File: src/rtl/core/bounded_priority_task_dispatcher_unit_defines.svh
`ifndef BOUNDED_PRIORITY_TASK_DISPATCHER_UNIT_DEFINES_SVH
`define BOUNDED_PRIORITY_TASK_DISPATCHER_UNIT_DEFINES_SVH

// Property that must hold in the same cycle as its condition.
`define BPTD_ASSERT_NOW(label, clk, rst, ante, cons, msg) \
   label: assert property (@(posedge clk) disable iff (rst) (ante) |-> (cons)) \
      else $error(msg);

// Property that must hold in the cycle after its condition.
`define BPTD_ASSERT_NEXT(label, clk, rst, ante, cons, msg) \
   label: assert property (@(posedge clk) disable iff (rst) (ante) |=> (cons)) \
      else $error(msg);

`endif

File: src/rtl/core/bptd_pkg.sv
package bptd_pkg;

   typedef enum logic [2:0] {
      CMD_SUBMIT       = 3'd0,
      CMD_PROCESS      = 3'd1,
      CMD_TICK         = 3'd2,
      CMD_SET_FOCUS    = 3'd3,
      CMD_CLEAR_SWITCH = 3'd4,
      CMD_CLEAR_ALL    = 3'd5
   } cmd_type;

   localparam logic [2:0] KIND_REHEARSAL  = 3'd0;
   localparam logic [2:0] KIND_ENCODING   = 3'd1;
   localparam logic [2:0] KIND_RETRIEVAL  = 3'd2;
   localparam logic [2:0] KIND_INHIBITION = 3'd3;
   localparam logic [2:0] KIND_SWITCHING  = 3'd4;

   localparam logic [2:0] FOCUS_NONE = 3'd0;
   localparam logic [2:0] FOCUS_PHON = 3'd1;
   localparam logic [2:0] FOCUS_VISU = 3'd2;
   localparam logic [2:0] FOCUS_EPIS = 3'd3;
   localparam logic [2:0] FOCUS_DIV  = 3'd4;

   localparam logic [16:0] AGE_MAX     = 17'h1FFFF;
   localparam logic [15:0] SWITCH_MAX  = 16'hFFFF;
   localparam logic [3:0]  LIMIT_RESET = 4'd10;
   localparam logic [15:0] SPAN_RESET  = 16'd2000;

   localparam logic CSR_TASK_LIMIT = 1'b0;
   localparam logic CSR_FOCUS_SPAN = 1'b1;

   typedef enum logic [1:0] {
      ST_IDLE,
      ST_EXEC,
      ST_EVICT,
      ST_EMIT
   } state_type;

   typedef enum logic [2:0] {
      OP_HOLD,
      OP_INSERT,
      OP_POP,
      OP_EVICT,
      OP_CLEAR
   } op_type;

   typedef struct packed {
      logic              valid;
      logic [2:0]        kind;
      logic signed [7:0] prio;
      logic [2:0]        tgt;
   } entry_type;

   typedef struct packed {
      op_type            op;
      entry_type         item;
      logic signed [7:0] key;
   } chain_ctrl_type;

   typedef struct packed {
      logic [2:0]        cmd;
      logic [2:0]        task_kind;
      logic signed [7:0] task_priority;
      logic [2:0]        target_focus;
   } req_payload_type;

   typedef struct packed {
      logic              did_process;
      logic [2:0]        done_kind;
      logic signed [7:0] done_priority;
      logic              evicted;
      logic signed [7:0] evicted_priority;
      logic [2:0]        focus_now;
      logic [15:0]       switch_count;
      logic [3:0]        pending;
   } rsp_payload_type;

   typedef struct packed {
      logic       move;
      logic [2:0] focus;
   } focus_move_type;

   function automatic focus_move_type focus_for_kind(logic [2:0] kind, logic [2:0] tgt);
      focus_move_type res;
      res.move  = 1'b1;
      res.focus = FOCUS_NONE;
      case (kind)
         KIND_REHEARSAL:  res.focus = FOCUS_PHON;
         KIND_ENCODING:   res.focus = FOCUS_EPIS;
         KIND_RETRIEVAL:  res.focus = FOCUS_EPIS;
         KIND_INHIBITION: res.focus = FOCUS_DIV;
         KIND_SWITCHING: begin
            if (tgt inside {[FOCUS_PHON:FOCUS_EPIS]}) begin
               res.focus = tgt;
            end
         end
         default:         res.move = 1'b0;
      endcase
      return res;
   endfunction

endpackage

File: src/rtl/core/bptd_stream_if.sv
interface bptd_req_if;
   import bptd_pkg::*;
   logic            valid;
   logic            ready;
   req_payload_type data;
   modport source (output valid, output data, input ready);
   modport sink (input valid, input data, output ready);
endinterface

interface bptd_rsp_if;
   import bptd_pkg::*;
   logic            valid;
   logic            ready;
   rsp_payload_type data;
   modport source (output valid, output data, input ready);
   modport sink (input valid, input data, output ready);
endinterface

File: src/rtl/core/bptd_cell.sv
module bptd_cell
   import bptd_pkg::*;
(
   input  logic           clock,
   input  logic           reset,
   input  chain_ctrl_type ctrl,
   input  entry_type      left_ent,
   input  logic           left_ge,
   input  entry_type      right_ent,
   output entry_type      ent,
   output logic           ge
);

   entry_type ent_ff;
   entry_type ent_in;

   assign ent = ent_ff;
   assign ge  = ent_ff.valid && (ent_ff.prio >= ctrl.item.prio);

   always_comb begin
      ent_in = ent_ff;
      case (ctrl.op)
         OP_INSERT: begin
            if (!ge) begin
               ent_in = left_ge ? ctrl.item : left_ent;
            end
         end
         OP_POP:    ent_in = right_ent;
         OP_EVICT: begin
            if (ent_ff.valid && (ent_ff.prio == ctrl.key)) begin
               ent_in = right_ent;
            end
         end
         OP_CLEAR:  ent_in.valid = 1'b0;
         default:   ent_in = ent_ff;
      endcase
   end

   always_ff @(posedge clock) begin
      if (reset) begin
         ent_ff <= '0;
      end else begin
         ent_ff <= ent_in;
      end
   end

endmodule

File: src/rtl/core/bptd_chain.sv
module bptd_chain
   import bptd_pkg::*;
#(
   parameter int DEPTH = 16
)
(
   input  logic              clock,
   input  logic              reset,
   input  chain_ctrl_type    ctrl,
   output entry_type         head_ent,
   output logic signed [7:0] tail_prio
);

   entry_type       ent_w [DEPTH];
   logic            ge_w [DEPTH];
   entry_type       left_w [DEPTH];
   logic            left_ge_w [DEPTH];
   entry_type       right_w [DEPTH];
   logic [DEPTH:0]  valid_vec;

   assign valid_vec[DEPTH] = 1'b0;

   for (genvar i = 0; i < DEPTH; i++) begin : g_cell
      assign valid_vec[i] = ent_w[i].valid;
      if (i == 0) begin : g_first
         assign left_w[i]    = '0;
         assign left_ge_w[i] = 1'b1;
      end else begin : g_inner
         assign left_w[i]    = ent_w[i-1];
         assign left_ge_w[i] = ge_w[i-1];
      end
      if (i == DEPTH - 1) begin : g_last
         assign right_w[i] = '0;
      end else begin : g_mid
         assign right_w[i] = ent_w[i+1];
      end
      bptd_cell u_cell (
         .clock     (clock),
         .reset     (reset),
         .ctrl      (ctrl),
         .left_ent  (left_w[i]),
         .left_ge   (left_ge_w[i]),
         .right_ent (right_w[i]),
         .ent       (ent_w[i]),
         .ge        (ge_w[i])
      );
   end

   assign head_ent = ent_w[0];

   // The last valid cell holds the lowest priority in the chain.
   always_comb begin
      tail_prio = '0;
      for (int i = 0; i < DEPTH; i++) begin
         if (valid_vec[i] && !valid_vec[i+1]) begin
            tail_prio = tail_prio | ent_w[i].prio;
         end
      end
   end

endmodule

File: src/rtl/core/bounded_priority_task_dispatcher_unit.sv
// An accepted transfer is registered and executed in ST_EXEC; a submit that evicts an
// entry also passes through ST_EVICT. ST_EMIT then registers the result, waiting while
// the previous result is not yet taken. No new transfer is accepted until the result is
// emitted; the sequencer steps the sorted cell chain at most once per item, once more to evict.
// Reset is synchronous: the chain is emptied, focus none, counters zero, limit 10, span 2000.
`include "bounded_priority_task_dispatcher_unit_defines.svh"

module bounded_priority_task_dispatcher_unit
   import bptd_pkg::*;
#(
   parameter int QUEUE_DEPTH = 16
)
(
   input  logic        clock,
   input  logic        reset,
   input  logic        csr_we,
   input  logic        csr_index,
   input  logic [15:0] csr_wdata,
   bptd_req_if.sink    req_chan,
   bptd_rsp_if.source  rsp_chan
);

   localparam int CW   = $clog2(QUEUE_DEPTH + 1);
   localparam int CMPW = (CW > 4) ? CW : 4;

   state_type        state_ff, state_in;
   req_payload_type  work_ff, work_in;
   rsp_payload_type  res_ff, res_in;
   rsp_payload_type  rsp_data_ff, rsp_data_in;
   logic             rsp_valid_ff, rsp_valid_in;
   logic [CW-1:0]    count_ff, count_in;
   logic [2:0]       focus_ff, focus_in;
   logic [16:0]      age_ff, age_in;
   logic [15:0]      switch_ff, switch_in;
   logic [3:0]       limit_ff;
   logic [15:0]      span_ff;

   chain_ctrl_type    ctrl;
   entry_type         head_ent;
   logic signed [7:0] tail_prio;
   logic [CMPW-1:0]   lim_ext;
   logic [CMPW-1:0]   count_next_ext;
   logic [CMPW-1:0]   count_ext;
   logic [2:0]        cur_focus;
   logic              mv_en;
   logic [2:0]        mv_focus;
   focus_move_type    kind_move;

   bptd_chain #(.DEPTH(QUEUE_DEPTH)) u_chain (
      .clock     (clock),
      .reset     (reset),
      .ctrl      (ctrl),
      .head_ent  (head_ent),
      .tail_prio (tail_prio)
   );

   assign count_ext      = CMPW'(count_ff);
   assign count_next_ext = count_ext + CMPW'(1);
   assign lim_ext        = (CMPW'(limit_ff) > CMPW'(QUEUE_DEPTH - 1)) ?
                           CMPW'(QUEUE_DEPTH - 1) : CMPW'(limit_ff);
   assign kind_move      = focus_for_kind(head_ent.kind, head_ent.tgt);

   assign rsp_chan.valid = rsp_valid_ff;
   assign rsp_chan.data  = rsp_data_ff;

   always_comb begin
      state_in       = state_ff;
      work_in        = work_ff;
      res_in         = res_ff;
      rsp_valid_in   = rsp_valid_ff && !rsp_chan.ready;
      rsp_data_in    = rsp_data_ff;
      count_in       = count_ff;
      age_in         = age_ff;
      switch_in      = switch_ff;
      cur_focus      = focus_ff;
      mv_en          = 1'b0;
      mv_focus       = FOCUS_NONE;
      req_chan.ready = 1'b0;
      ctrl.op        = OP_HOLD;
      ctrl.item      = '0;
      ctrl.key       = tail_prio;

      case (state_ff)
         ST_IDLE: begin
            req_chan.ready = 1'b1;
            if (req_chan.valid) begin
               work_in  = req_chan.data;
               state_in = ST_EXEC;
            end
         end
         ST_EXEC: begin
            res_in   = '0;
            state_in = ST_EMIT;
            case (work_ff.cmd)
               CMD_SUBMIT: begin
                  ctrl.op         = OP_INSERT;
                  ctrl.item.valid = 1'b1;
                  ctrl.item.kind  = work_ff.task_kind;
                  ctrl.item.prio  = work_ff.task_priority;
                  ctrl.item.tgt   = work_ff.target_focus;
                  count_in        = count_ff + CW'(1);
                  if (count_next_ext > lim_ext) begin
                     state_in = ST_EVICT;
                  end
               end
               CMD_PROCESS: begin
                  if (focus_ff != FOCUS_NONE && age_ff > {1'b0, span_ff}) begin
                     cur_focus = FOCUS_NONE;
                  end
                  if (count_ff != '0) begin
                     ctrl.op              = OP_POP;
                     count_in             = count_ff - CW'(1);
                     res_in.did_process   = 1'b1;
                     res_in.done_kind     = head_ent.kind;
                     res_in.done_priority = head_ent.prio;
                     mv_en                = kind_move.move;
                     mv_focus             = kind_move.focus;
                  end
               end
               CMD_TICK: begin
                  if (age_ff != AGE_MAX) begin
                     age_in = age_ff + 17'd1;
                  end
               end
               CMD_SET_FOCUS: begin
                  if (work_ff.target_focus <= FOCUS_DIV) begin
                     mv_en    = 1'b1;
                     mv_focus = work_ff.target_focus;
                  end
               end
               CMD_CLEAR_SWITCH: switch_in = '0;
               CMD_CLEAR_ALL: begin
                  ctrl.op   = OP_CLEAR;
                  count_in  = '0;
                  cur_focus = FOCUS_NONE;
                  age_in    = '0;
                  switch_in = '0;
               end
               default: state_in = ST_EMIT;
            endcase
         end
         ST_EVICT: begin
            ctrl.op                 = OP_EVICT;
            count_in                = count_ff - CW'(1);
            res_in.evicted          = 1'b1;
            res_in.evicted_priority = tail_prio;
            state_in                = ST_EMIT;
         end
         ST_EMIT: begin
            if (!rsp_valid_ff || rsp_chan.ready) begin
               rsp_valid_in             = 1'b1;
               rsp_data_in              = res_ff;
               rsp_data_in.focus_now    = focus_ff;
               rsp_data_in.switch_count = switch_ff;
               rsp_data_in.pending      = count_ext[3:0];
               state_in                 = ST_IDLE;
            end
         end
         default: state_in = ST_IDLE;
      endcase

      focus_in = cur_focus;
      if (mv_en && (mv_focus != cur_focus)) begin
         focus_in = mv_focus;
         age_in   = '0;
         if (switch_ff != SWITCH_MAX) begin
            switch_in = switch_ff + 16'd1;
         end
      end
   end

   always_ff @(posedge clock) begin
      if (reset) begin
         state_ff     <= ST_IDLE;
         rsp_valid_ff <= 1'b0;
         count_ff     <= '0;
         focus_ff     <= FOCUS_NONE;
         age_ff       <= '0;
         switch_ff    <= '0;
      end else begin
         state_ff     <= state_in;
         rsp_valid_ff <= rsp_valid_in;
         count_ff     <= count_in;
         focus_ff     <= focus_in;
         age_ff       <= age_in;
         switch_ff    <= switch_in;
      end
   end

   always_ff @(posedge clock) begin
      work_ff     <= work_in;
      res_ff      <= res_in;
      rsp_data_ff <= rsp_data_in;
   end

   always_ff @(posedge clock) begin
      if (reset) begin
         limit_ff <= LIMIT_RESET;
         span_ff  <= SPAN_RESET;
      end else if (csr_we) begin
         case (csr_index)
            CSR_TASK_LIMIT: limit_ff <= csr_wdata[3:0];
            CSR_FOCUS_SPAN: span_ff  <= csr_wdata;
            default:        span_ff  <= span_ff;
         endcase
      end
   end

   `BPTD_ASSERT_NOW(a_idle_count, clock, reset, state_ff == ST_IDLE, count_ff < CW'(QUEUE_DEPTH), "store count exceeds depth minus one at rest")
   `BPTD_ASSERT_NOW(a_head_count, clock, reset, 1'b1, head_ent.valid == (count_ff != '0), "chain head validity disagrees with count")
   `BPTD_ASSERT_NEXT(a_accept_exec, clock, reset, req_chan.valid && req_chan.ready, state_ff == ST_EXEC, "accepted transfer did not start execution")
   `BPTD_ASSERT_NOW(a_pop_or_evict, clock, reset, rsp_chan.valid, !(rsp_chan.data.did_process && rsp_chan.data.evicted), "result reports both a pop and an eviction")

endmodule

File: src/flat_wrapper.sv
// flat-port wrapper written by rule: the top's interface ports become plain ports
module bounded_priority_task_dispatcher_unit_flat import bptd_pkg::*;
#(
   parameter int QUEUE_DEPTH = 16
)
  (clock, reset, csr_we, csr_index, csr_wdata, req_chan_valid, req_chan_data, req_chan_ready, rsp_chan_valid, rsp_chan_data, rsp_chan_ready);
  bptd_req_if req_chan_i ();
  bptd_rsp_if rsp_chan_i ();
  input  logic clock;
  input  logic reset;
  input  logic csr_we;
  input  logic csr_index;
  input  logic [15:0] csr_wdata;
  input wire logic [$bits(req_chan_i.valid)-1:0] req_chan_valid;
  input wire logic [$bits(req_chan_i.data)-1:0] req_chan_data;
  output wire logic [$bits(req_chan_i.ready)-1:0] req_chan_ready;
  output wire logic [$bits(rsp_chan_i.valid)-1:0] rsp_chan_valid;
  output wire logic [$bits(rsp_chan_i.data)-1:0] rsp_chan_data;
  input wire logic [$bits(rsp_chan_i.ready)-1:0] rsp_chan_ready;
  assign req_chan_i.valid = req_chan_valid;
  assign req_chan_i.data = req_chan_data;
  assign req_chan_ready = req_chan_i.ready;
  assign rsp_chan_valid = rsp_chan_i.valid;
  assign rsp_chan_data = rsp_chan_i.data;
  assign rsp_chan_i.ready = rsp_chan_ready;
  bounded_priority_task_dispatcher_unit #(.QUEUE_DEPTH(QUEUE_DEPTH)) u_core (.clock(clock), .reset(reset), .csr_we(csr_we), .csr_index(csr_index), .csr_wdata(csr_wdata), .req_chan(req_chan_i), .rsp_chan(rsp_chan_i));
endmodule
File: config.mk
export PLATFORM = sky130hd
export DESIGN_NAME = bounded_priority_task_dispatcher_unit_flat
export DESIGN_NICKNAME = d
export VERILOG_FILES = /design/src/rtl/core/bptd_pkg.sv /design/src/rtl/core/bptd_stream_if.sv /design/src/rtl/core/bptd_cell.sv /design/src/rtl/core/bptd_chain.sv /design/src/rtl/core/bounded_priority_task_dispatcher_unit.sv /design/src/flat_wrapper.sv
export VERILOG_INCLUDE_DIRS = /design/src /design/src/rtl/core
export SDC_FILE = /design/constraint.sdc
export NUM_CORES = 1
export LEC_CHECK = 0
export ABC_AREA = 1
export BUFFER_PORTS_ARGS = -buffer_cell sky130_fd_sc_hd__buf_2
export CAP_MARGIN = 30
export CELL_PAD_IN_SITES_DETAIL_PLACEMENT = 1
export CELL_PAD_IN_SITES_GLOBAL_PLACEMENT = 1
export CORE_ASPECT_RATIO = 1.25
export CORE_MARGIN = 1.5
export CORE_UTILIZATION = 45
export CTS_CLUSTER_SIZE = 40
export DETAILED_ROUTE_END_ITERATION = 7
export PLACE_DENSITY_LB_ADDON = 0.1
export RECOVER_POWER = 50
export SYNTH_ARGS = -nofsm -noshare
export SYNTH_HDL_FRONTEND = slang
export SYNTH_SLANG_ARGS = --single-unit
File: constraint.sdc
create_clock -name clock -period 5.1 [get_ports clock]
set_input_delay 0.51 -clock clock [delete_from_list [all_inputs] [get_ports clock]]
set_output_delay 0.51 -clock clock [all_outputs]
set_load 0.1 [all_outputs]
==> results.md <==
Die:
- The initial utilization of the core area, before any placement, comes to 45.6%.
- The die boundary width is 223 um.
- The region available for standard cell placement spans about 60000 sq um.
- The full die area is ~62000 sq um.
- The row count is 100.
- From bottom edge to top edge, the die measures between 200 and 300 um.
- 85 I/O pins were placed.

Status:
- The checks that failed: max-capacitance violations, max-slew violations.
- The run finished, with violations left.

Critical path:
- At the worst endpoint, the arrival time is about 5.4 ns.
- STA classifies the critical path endpoint as a flop.
- STA puts the critical path data required time at 5.62 ns.
- Along the worst path, the maximum fanout reaches 28.
- The kind of critical path is flop to flop.
- The category of the worst setup path launch point is a flop.

Route:
- The detailed router finished its first iteration with around 2.4k violations.
- The total number of vias is around 30k.
- The residual DRC count is 0.
- Using the TritonRoute via totals, the vias-per-cell ratio works out to approximately 5.8.
- In the final routed layout, each cell accounts on average for roughly 22 um.
- The post-detailed-route count of antenna-violating nets is 0.
- The first-pass detailed-route iteration total is 6.
- Wires add up to roughly 110000 um.

Clock network:
- The number of buffers inserted to repair setup after CTS is 0.
- Clock tree synthesis inserted a total of 46 buffers.
- The tree built by TritonCTS fans out to roughly 390 sinks.
- The post-cts sizing count is 0.
- TritonCTS built the clock tree.
- The root buffer cell is sky130_fd_sc_hd__clkbuf_16.
- The worst-case clock buffer depth is 3.
- The hold buffer count at CTS is 0.
- The number of levels the H-tree was split into is 2.
- After clock tree synthesis, the clock-pin slew on the worst setup and hold paths is about 0.060 ns.
- For the worst-skew pair, the clock arrives at the later sink with an insertion delay of around 0.60 ns.

Synthesis:
- The average instance in the mapped netlist occupies approximately 6.3 sq um.
- After synthesis, the largest area contributor takes up between 20% and 30% of total cell area.
- In the post-synthesis netlist, the biggest area contributors are sky130_fd_sc_hd__dfxtp_1, sky130_fd_sc_hd__nand2_1, sky130_fd_sc_hd__nor2_1, sky130_fd_sc_hd__edfxtp_1, sky130_fd_sc_hd__ha_1.
- The most area-hungry cell type in the Yosys netlist is sky130_fd_sc_hd__dfxtp_1.
- The async set or reset register ratio after synthesis is 0%.
- For this run, the number of Yosys warnings is 0.
- Among all flip-flop cells after synthesis, the most frequent one is sky130_fd_sc_hd__dfxtp_1.
- The number of nets in the synthesized netlist is 4539.
- The cell count after synthesis came out at 4343.
- The number of synthesized register bits is 386.
- The mapped cell area is around 27000 sq um.
- The distinct cell type count after synthesis is 51.
- The number of flops mapped to enable cells by yosys is 82.
- Of the synthesized area, sequential elements account for roughly 31%.

Timing:
- The number of failing hold endpoints at the final stage is 0.
- The worst relative slew slack is -47.1%.
- The final setup violation count is 0.
- The max-slew violation count was 87.
- The maximum operating frequency is a little over 200 MHz.
- The worst clock skew on the final layout is 0.0190 ns.
- The transition time of the tightest slew-check pin is about 2.2 ns.
- The clock period could shrink to 4.88 ns.
- The post-route fraction of the period consumed by the critical path is around 96%.
- Setup repair after global routing left no endpoint under its margin.
- For the final routed database, the setup TNS stands at 0 ns.

Global route:
- Entering global routing, the biggest net connects ~120 pins.
- The first global-routing pass estimated 174000 um of wire.
- The total global routing track utilization is between 30% and 40%.
- The initial antenna violation count was 4.
- The via count of the first global-routing pass came to 29.3k.
- The total overflow left after global routing is 0.

Finish:
- The filler cells instantiated in the layout total ~8.3k.
- The synthesis-to-layout area growth is 8.87%.
- For this run, the post-layout net count is between 4k and 5k.
- Of the cells placed in the final design, the portion with a size suffix greater than 1 is 5.90%.

Placement:
- The number of input and output port buffers inserted is 84.
- The HPWL after detailed placement is around 80000 um.
- Routability-driven placement finished with a final weighted congestion of 0.978.

Hold path:
- The path category of the worst min-delay check is primary input to flop.

Job:
- Across the run, the number of max-cap violations was 3.
-- placed cells by master (no fill, tap or decap), types with 4 or more instances in the layout --
cell,n
sky130_fd_sc_hd__nand2_1,1197
sky130_fd_sc_hd__nor2_1,730
sky130_fd_sc_hd__inv_1,410
sky130_fd_sc_hd__nand3_1,387
sky130_fd_sc_hd__o21ai_0,379
sky130_fd_sc_hd__dfxtp_1,304
sky130_fd_sc_hd__a21oi_1,186
sky130_fd_sc_hd__ha_1,157
sky130_fd_sc_hd__edfxtp_1,82
sky130_fd_sc_hd__clkbuf_1,71
sky130_fd_sc_hd__buf_4,70
sky130_fd_sc_hd__clkbuf_16,47
sky130_fd_sc_hd__xor2_1,42
sky130_fd_sc_hd__buf_2,33
sky130_fd_sc_hd__nor3_1,31
sky130_fd_sc_hd__o21ai_1,30
sky130_fd_sc_hd__nand4_1,26
sky130_fd_sc_hd__nand2_2,20
sky130_fd_sc_hd__inv_2,19
sky130_fd_sc_hd__a31oi_1,17
sky130_fd_sc_hd__nand3b_1,15
sky130_fd_sc_hd__nand3_4,14
sky130_fd_sc_hd__clkbuf_8,11
sky130_fd_sc_hd__o211ai_1,9
sky130_fd_sc_hd__nor2_4,8
sky130_fd_sc_hd__nor3b_1,7
sky130_fd_sc_hd__nor2_2,6
sky130_fd_sc_hd__a22oi_1,5
sky130_fd_sc_hd__nor4_1,4
sky130_fd_sc_hd__xor2_2,4
sky130_fd_sc_hd__a211oi_1,4
sky130_fd_sc_hd__xnor2_1,4
-- worst paths after layout --
path                                                                from  slack [ns]  depth (start not counted)                                endpoint
worst max-delay path            u_core.u_chain.g_cell[10].u_cell.ent[14]        0.22                         17  u_core.u_chain.g_cell[0].u_cell.ent[4]
worst min-delay path                                    req_chan_data[2]        0.09                          1                       u_core.work_ff[2]
worst max register to register  u_core.u_chain.g_cell[10].u_cell.ent[14]        0.22                         17  u_core.u_chain.g_cell[0].u_cell.ent[4]
worst min register to register                         u_core.res_ff[30]        0.42                          0                u_core.rsp_chan.data[30]
-- cells by family after synthesis --
logic type               share of synthesized area, %
AO/OA/AOI/OAI                                    12.2
flip-flops                                       31.3
AND/OR/NAND/NOR                                  37.7
adder cells (fa/ha/maj)                          7.20
buffers and inverters                            9.83
multiplexers                                   0.0367
XOR/XNOR                                         1.71
-- cell type report --
| class | count | area, sq um | area share, % |
|---|---|---|---|
| diodes | 1 | 2.50 | 0.00842 |
| clock buffers | 73 | 1380 | 4.66 |
| clock inverters | 8 | 141 | 0.476 |
| repair buffers | 162 | 968 | 3.26 |
| well taps | 765 | 957 | 3.22 |
| inverters | 433 | 1640 | 5.51 |
| multi-input cells | 3309 | 16100 | 54.1 |
| flip-flops and latches | 386 | 8550 | 28.8 |
-- stage by stage --
step | util, % | worst slack [ns] | instances | instance area, sq um | hold WS [ns]
final | 49.7 | 0.219 | 5137 | 29700 | 0.0902
after global routing | 49.7 | 0.185 | 5136 | 29700 | 0.0746
after CTS | 49.9 | 0.0847 | 5136 | 29800 | 0.0637
after detailed placement | 47.3 | 0.148 | 5055 | 28300 | 0.408
after global placement | 47.3 | 0.252 | 5053 | 28300 | 0.403
after floorplan | - | 1.06 | 4343 | 27300 | 0.400
-- synth_stat cells (2+ instances only) --
library cell,n
sky130_fd_sc_hd__o21ai_0,379
sky130_fd_sc_hd__nor2_4,7
sky130_fd_sc_hd__nand3b_1,15
sky130_fd_sc_hd__xor2_1,42
sky130_fd_sc_hd__o211ai_1,9
sky130_fd_sc_hd__o31a_1,3
sky130_fd_sc_hd__a22oi_1,5
sky130_fd_sc_hd__o21bai_1,2
sky130_fd_sc_hd__xor2_2,4
sky130_fd_sc_hd__inv_2,18
sky130_fd_sc_hd__nand2_4,2
sky130_fd_sc_hd__nand3_2,3
sky130_fd_sc_hd__nor2_8,2
sky130_fd_sc_hd__edfxtp_1,82
sky130_fd_sc_hd__ha_1,157
sky130_fd_sc_hd__nand2_1,1202
sky130_fd_sc_hd__inv_4,2
sky130_fd_sc_hd__nor2_2,8
sky130_fd_sc_hd__a21oi_1,186
sky130_fd_sc_hd__buf_2,68
sky130_fd_sc_hd__nor2_1,728
sky130_fd_sc_hd__nor4_1,4
sky130_fd_sc_hd__buf_1,3
sky130_fd_sc_hd__xnor2_1,4
sky130_fd_sc_hd__inv_1,412
sky130_fd_sc_hd__nand2_2,16
sky130_fd_sc_hd__a211oi_1,4
sky130_fd_sc_hd__o22ai_1,2
sky130_fd_sc_hd__dfxtp_1,304
sky130_fd_sc_hd__clkbuf_1,118
sky130_fd_sc_hd__nand4_1,26
sky130_fd_sc_hd__a31oi_1,17
sky130_fd_sc_hd__nor3_1,31
sky130_fd_sc_hd__nand3_4,14
sky130_fd_sc_hd__o21a_1,3
sky130_fd_sc_hd__buf_4,10
sky130_fd_sc_hd__nand3_1,387
sky130_fd_sc_hd__o21ai_1,30
sky130_fd_sc_hd__buf_6,14
sky130_fd_sc_hd__or2_2,3
sky130_fd_sc_hd__nor3b_1,7
-- sequential cells by signal, summed over array words and instances, names as in the netlist --
name,flops
u_core.age_ff,17
u_core.count_ext,5
u_core.focus_ff,3
u_core.limit_ff,4
u_core.res_ff,21
u_core.rsp_chan.data,44
u_core.rsp_chan.valid,1
u_core.span_ff,16
u_core.state_ff,2
u_core.switch_ff,16
u_core.u_chain.g_cell.u_cell.ent,240
u_core.work_ff,17
-- worst max-delay path, cell delays in order, from the launching register on --
cell	delay, ns
sky130_fd_sc_hd__dfxtp_1	0.87
sky130_fd_sc_hd__nor2_1	0.21
sky130_fd_sc_hd__nand2_1	0.13
sky130_fd_sc_hd__o21ai_0	0.17
sky130_fd_sc_hd__nor2_1	0.18
sky130_fd_sc_hd__nand2_2	0.36
sky130_fd_sc_hd__nor2_1	1.10
sky130_fd_sc_hd__buf_4	0.39
sky130_fd_sc_hd__nand2_1	0.07
sky130_fd_sc_hd__nand2_1	0.07
sky130_fd_sc_hd__nand2_1	0.05
sky130_fd_sc_hd__nor2_1	0.16
sky130_fd_sc_hd__nand3_1	0.15
sky130_fd_sc_hd__nand2_1	0.18
sky130_fd_sc_hd__nand3_4	0.33
sky130_fd_sc_hd__nand2_1	0.15
sky130_fd_sc_hd__nand2_1	0.07
sky130_fd_sc_hd__nor2_1	0.14
-- per-layer routing --
layer / global-route usage [%] / routed length (um)
met3: 5.01 / 7700
met4: 18.6 / 6350
met1: 44.4 / 46100
met2: 61.1 / 53200
met5: 0 / 30
Power is left out: the tool's default activity adds up to more than one toggle a clock period on the data nets, which glitch-free logic cannot reach.
